`src/cmad_pkg.sv`:
```
// cmad_pkg: shared types and constants for the cage-relative msd accumulator
// no dependencies
`timescale 1ns / 1ps
`default_nettype none
package cmad_pkg;

	localparam int unsigned POS_W = 22;
	localparam int unsigned HALF_W = 21;
	localparam int unsigned DISP_W = 32;
	localparam int unsigned RAD_W = 44;
	localparam int unsigned SUM_W = 64;
	localparam int unsigned CNT_W = 32;

	// register indexes on the configuration port
	localparam logic [1:0] REG_BOX = 2'd0;
	localparam logic [1:0] REG_HALF = 2'd1;
	localparam logic [1:0] REG_RAD = 2'd2;

	typedef struct packed {
		logic signed [DISP_W-1:0] dy;
		logic signed [DISP_W-1:0] dx;
		logic [POS_W-1:0] y;
		logic [POS_W-1:0] x;
	} item_t;

	typedef struct packed {
		logic no_contrib;
		logic final_res;
		logic [SUM_W-1:0] msd;
		logic [CNT_W-1:0] count;
		logic [SUM_W-1:0] sum;
	} result_t;

endpackage
`default_nettype wire

```
`src/cmad_front.sv`:
```
// cmad_front: takes input words, hands them to the particle store, queues frame closes
// depends on cmad_pkg
`timescale 1ns / 1ps
`default_nettype none
module cmad_front #(
	parameter int unsigned MAX_PARTICLES = 512
) (
	input wire logic clk,
	input wire logic arst_n,
	input wire logic in_valid,
	output logic in_ready,
	input wire cmad_pkg::item_t in_item,
	input wire logic in_last_particle,
	input wire logic in_last_origin,
	input wire logic back_busy,
	output logic wr_en,
	output logic [$clog2(MAX_PARTICLES)-1:0] wr_addr,
	output cmad_pkg::item_t wr_item,
	output logic cmd_valid,
	output logic [$clog2(MAX_PARTICLES+1)-1:0] cmd_n,
	output logic cmd_last,
	input wire logic cmd_pop
);
	localparam int unsigned AW = $clog2(MAX_PARTICLES);
	localparam int unsigned CW = $clog2(MAX_PARTICLES + 1);

	logic [CW-1:0] cnt_q;
	logic [CW-1:0] cnt_next;
	logic take;
	logic room;
	logic [CW-1:0] qn_q [2];
	logic ql_q [2];
	logic wp_q, rp_q;
	logic [1:0] fill_q;
	logic push;

	assign room = (cnt_q < CW'(MAX_PARTICLES));
	// new frame data may only land once the back end has finished with the store
	assign in_ready = (fill_q == 2'd0) && !back_busy;
	assign take = in_valid && in_ready;
	assign wr_en = take && room;
	assign wr_addr = cnt_q[AW-1:0];
	assign wr_item = in_item;
	assign cnt_next = room ? (cnt_q + 1'b1) : cnt_q;
	assign push = take && in_last_particle;

	always_ff @(posedge clk or negedge arst_n) begin
		if (!arst_n) begin
			cnt_q <= '0;
			wp_q <= 1'b0;
			rp_q <= 1'b0;
			fill_q <= 2'd0;
		end else begin
			if (take) cnt_q <= in_last_particle ? '0 : cnt_next;
			if (push) wp_q <= !wp_q;
			if (cmd_pop) rp_q <= !rp_q;
			fill_q <= fill_q + {1'b0, push} - {1'b0, cmd_pop};
		end
	end

	always_ff @(posedge clk) begin
		if (push) begin
			qn_q[wp_q] <= cnt_next;
			ql_q[wp_q] <= in_last_origin;
		end
	end

	assign cmd_valid = (fill_q != 2'd0);
	assign cmd_n = qn_q[rp_q];
	assign cmd_last = ql_q[rp_q];

endmodule
`default_nettype wire

```
`config.mk`:
```
export PLATFORM = sky130hd
export DESIGN_NAME = cmad_front
export DESIGN_NICKNAME = d
export VERILOG_FILES = /design/src/cmad_pkg.sv /design/src/cmad_front.sv
export SDC_FILE = /design/constraint.sdc
export NUM_CORES = 1
export LEC_CHECK = 0
export BUFFER_PORTS_ARGS = -buffer_cell sky130_fd_sc_hd__buf_4
export CORE_AREA = 2 2 95 97
export DETAILED_ROUTE_END_ITERATION = 12
export DIE_AREA = 0 0 97 99
export PLACE_DENSITY = 0.77
export REMOVE_ABC_BUFFERS = 1
export SYNTH_ARGS = -nofsm -noshare
export SYNTH_HDL_FRONTEND = slang
export SYNTH_SLANG_ARGS = --single-unit
```
`constraint.sdc`:
```
create_clock -name clk -period 3 [get_ports clk]
set_clock_uncertainty 0.1 [all_clocks]
set_input_delay 0.6 -clock clk [delete_from_list [all_inputs] [get_ports clk]]
set_output_delay 0.6 -clock clk [all_outputs]
set_load 0.05 [all_outputs]
```
==> metrics.txt <==
final core utilization=25.2%; most used flip-flop cell after synthesis=edfxtp_1; initial core utilization=30.6%; via-per-instance ratio=5.55; Worst R2R Setup Slack=0.99 ns; PortBufs=29; Worst Setup End Kind=primary output; Iter 0 DRT Violations=199; pwr dens=822 nW/µm²; Die Ht=99 µm; kind of critical path=flop to primary output; latest clock arrival within the worst-skew pair=0.29 ns; post-CTS setup buffer count=0; I/O pin cnt=246; Netlist cell types=39; n_diodes=0; Peak VDD IR=0.460 mV; DR pass1 iterations=5; Hold Path Class=input pin to asynchronous set/reset pin; Seq cells post-synth=36; # nets final=282; Final setup viols=0; vias=1515; H-tree levels=2; maximum fanout along the worst path=11; die area=9600 µm²; Mean Syn Cell Area=10.4 µm²; setup_tns=0 ns; CTS tree=built; detailed placement HPWL=16000 µm; outcome=finished clean; leak pwr=0.000829 µW; final hold vios=0; pin count of the biggest net entering global routing=16; Final Critical Period=2.38 ns; die width=97 µm; vias in the first global route=1327; total grt overflow=0; Synth Instances=251; post-cts gate resize count=0; global-route wire length before repair=20300 µm; Rel. slew slack=62.0%; Mapped Area=2620 µm²; CTS Buf Count=5; CP required=2.30 ns; post-synthesis sequential area ratio=38.6%; reg-to-reg startpoint=fill_q[1]; Area growth syn-to-layout=-17.6%; Core Region=8550 µm²; unrepaired setup endpoints after global routing=no; largest buffer count on any clock path=2; CP max stage cell=or4b_4; WL/cell=62.8 µm; CP Launch Type=flop; row count=34; Final period util=79.5%; clock slew at reported path FFs=0.07 ns; R2R depth=8; CP Cell Sequence=or4b_4 -> nor2_1 -> buf_4; number of synthesized flops with an enable pin=22; warnings from Yosys=0; final slew viol count=0; GPL Wtd Cong=1.20; ANT nets after route=0; hold_buf cts=0; Peak Freq=419 MHz; share of layout cells above drive strength 1=33.9%; CP peak stage delay=0.64 ns; DRC=0; RR Endpoint=fill_q[1]; WP data arrival=1.68 ns; total of max-cap violations=0; final WL=17100 µm; gr usage total=34.9%; Least-Margin Pin Slew=0.571 ns; clk root buf=clkbuf_8; initial antenna violation count=0; asr flop ratio synth=38.9%; # clock sinks=36
-- cells by family after synthesis --
| family | Yosys count | synth area share (%) |
|---|---|---|
| AO/OA/AOI/OAI | 19 | 5.07 |
| XOR/XNOR | 11 | 3.68 |
| adder cells (fa/ha/maj) | 3 | 1.43 |
| buffers and inverters | 128 | 36.2 |
| flip-flops | 36 | 38.6 |
| multiplexers | 12 | 5.16 |
| AND/OR/NAND/NOR | 42 | 9.80 |
-- critical path, delay by kind of cell (launching register included) --
| family | cells | cell delay (ns) |
|---|---|---|
| buffers and inverters | 1 | 0.21 |
| DFF | 1 | 0.43 |
| and+or+nand+nor | 2 | 0.76 |
-- registers in the layout, indices dropped and copies added, names as in the netlist --
register and count:
qn_q 20, cnt_q 10, fill_q 2, ql_q 2, rp_q 1, wp_q 1
-- worst max path at each step --
stage	from	end	slack [ns]	cells past startpoint
detailed placement	back_busy	wr_en	0.70	4
global route	fill_q[1]	wr_en	0.55	3
global placement	back_busy	wr_en	0.69	4
CTS	fill_q[1]	wr_en	0.62	3
finish	fill_q[1]	wr_en	0.62	3
floorplan	back_busy	wr_en	0.49	2
-- per-layer routing --
layer	vias up	track usage, %	wire length, µm
li1	552	-	-
met1	641	13.9	2500
met2	262	58.9	8450
met3	54	46.6	4650
met4	6	23.3	1380
met5	-	16.9	159
-- per-stage QoR --
step	setup WS, ns	hold WS [ns]	instances	total power, µW	cell area (µm²)
global placement	0.693	0.360	265	1340	2050
floorplan	0.489	0.204	126	1150	1680
finish	0.616	0.0519	273	1770	2160
detailed placement	0.696	0.362	265	1360	2050
global route	0.550	0.0505	273	1840	2160
CTS	0.616	0.0495	273	1780	2160
-- final cells by class --
| type | count | area, µm² |
|---|---|---|
| Fill cell | 897 | 6390 |
| Timing Repair Buffer | 31 | 233 |
| Multi-Input combinational cell | 87 | 658 |
| Clock buffer | 6 | 72.6 |
| Sequential cell | 36 | 1010 |
| Inverter | 3 | 11.3 |
| Clock inverter | 2 | 35.0 |
| Tap cell | 108 | 135 |
-- cells in the mapped netlist, types with 2 or more instances --
master    instances  area (µm²)
dfrtp_1          14         350
mux2_2           12         135
nand2_1           9        33.8
a22o_1            2        17.5
and4_1            2        17.5
nand2b_1          2        12.5
a21oi_1           3        15.0
nor2_1           11        41.3
edfxtp_1         22         661
xor2_1            2        17.5
buf_6             2        22.5
ha_1              3        37.5
xnor2_1           9        78.8
buf_1             2        7.51
buf_4           119         893
nand4b_1          4        35.0
and4b_1           2        20.0
o21ai_0           7        35.0
nand3b_1          2        15.0
inv_1             3        11.3
-- layout by cell type, fill, tap and decap left out, drive strengths merged, types with 3 or more instances in the layout --
| master | synthesis | routed |
|---|---|---|
| clkbuf | 1 | 6 |
| nand2 | 9 | 9 |
| nand4b | 4 | 4 |
| inv | 3 | 3 |
| xnor2 | 9 | 9 |
| a22o | 3 | 3 |
| nor2 | 11 | 11 |
| buf | 123 | 31 |
| ha | 3 | 3 |
| dfrtp | 14 | 14 |
| mux2 | 12 | 12 |
| edfxtp | 22 | 22 |
| o21ai | 7 | 7 |
| a21oi | 3 | 3 |
-- where the power goes --
part | internal (µW) | switching (µW)
Combinational | 231 | 412
Clock | 247 | 175
Sequential | 601 | 107
No activity file was read; power rests on OpenSTA's default activity.
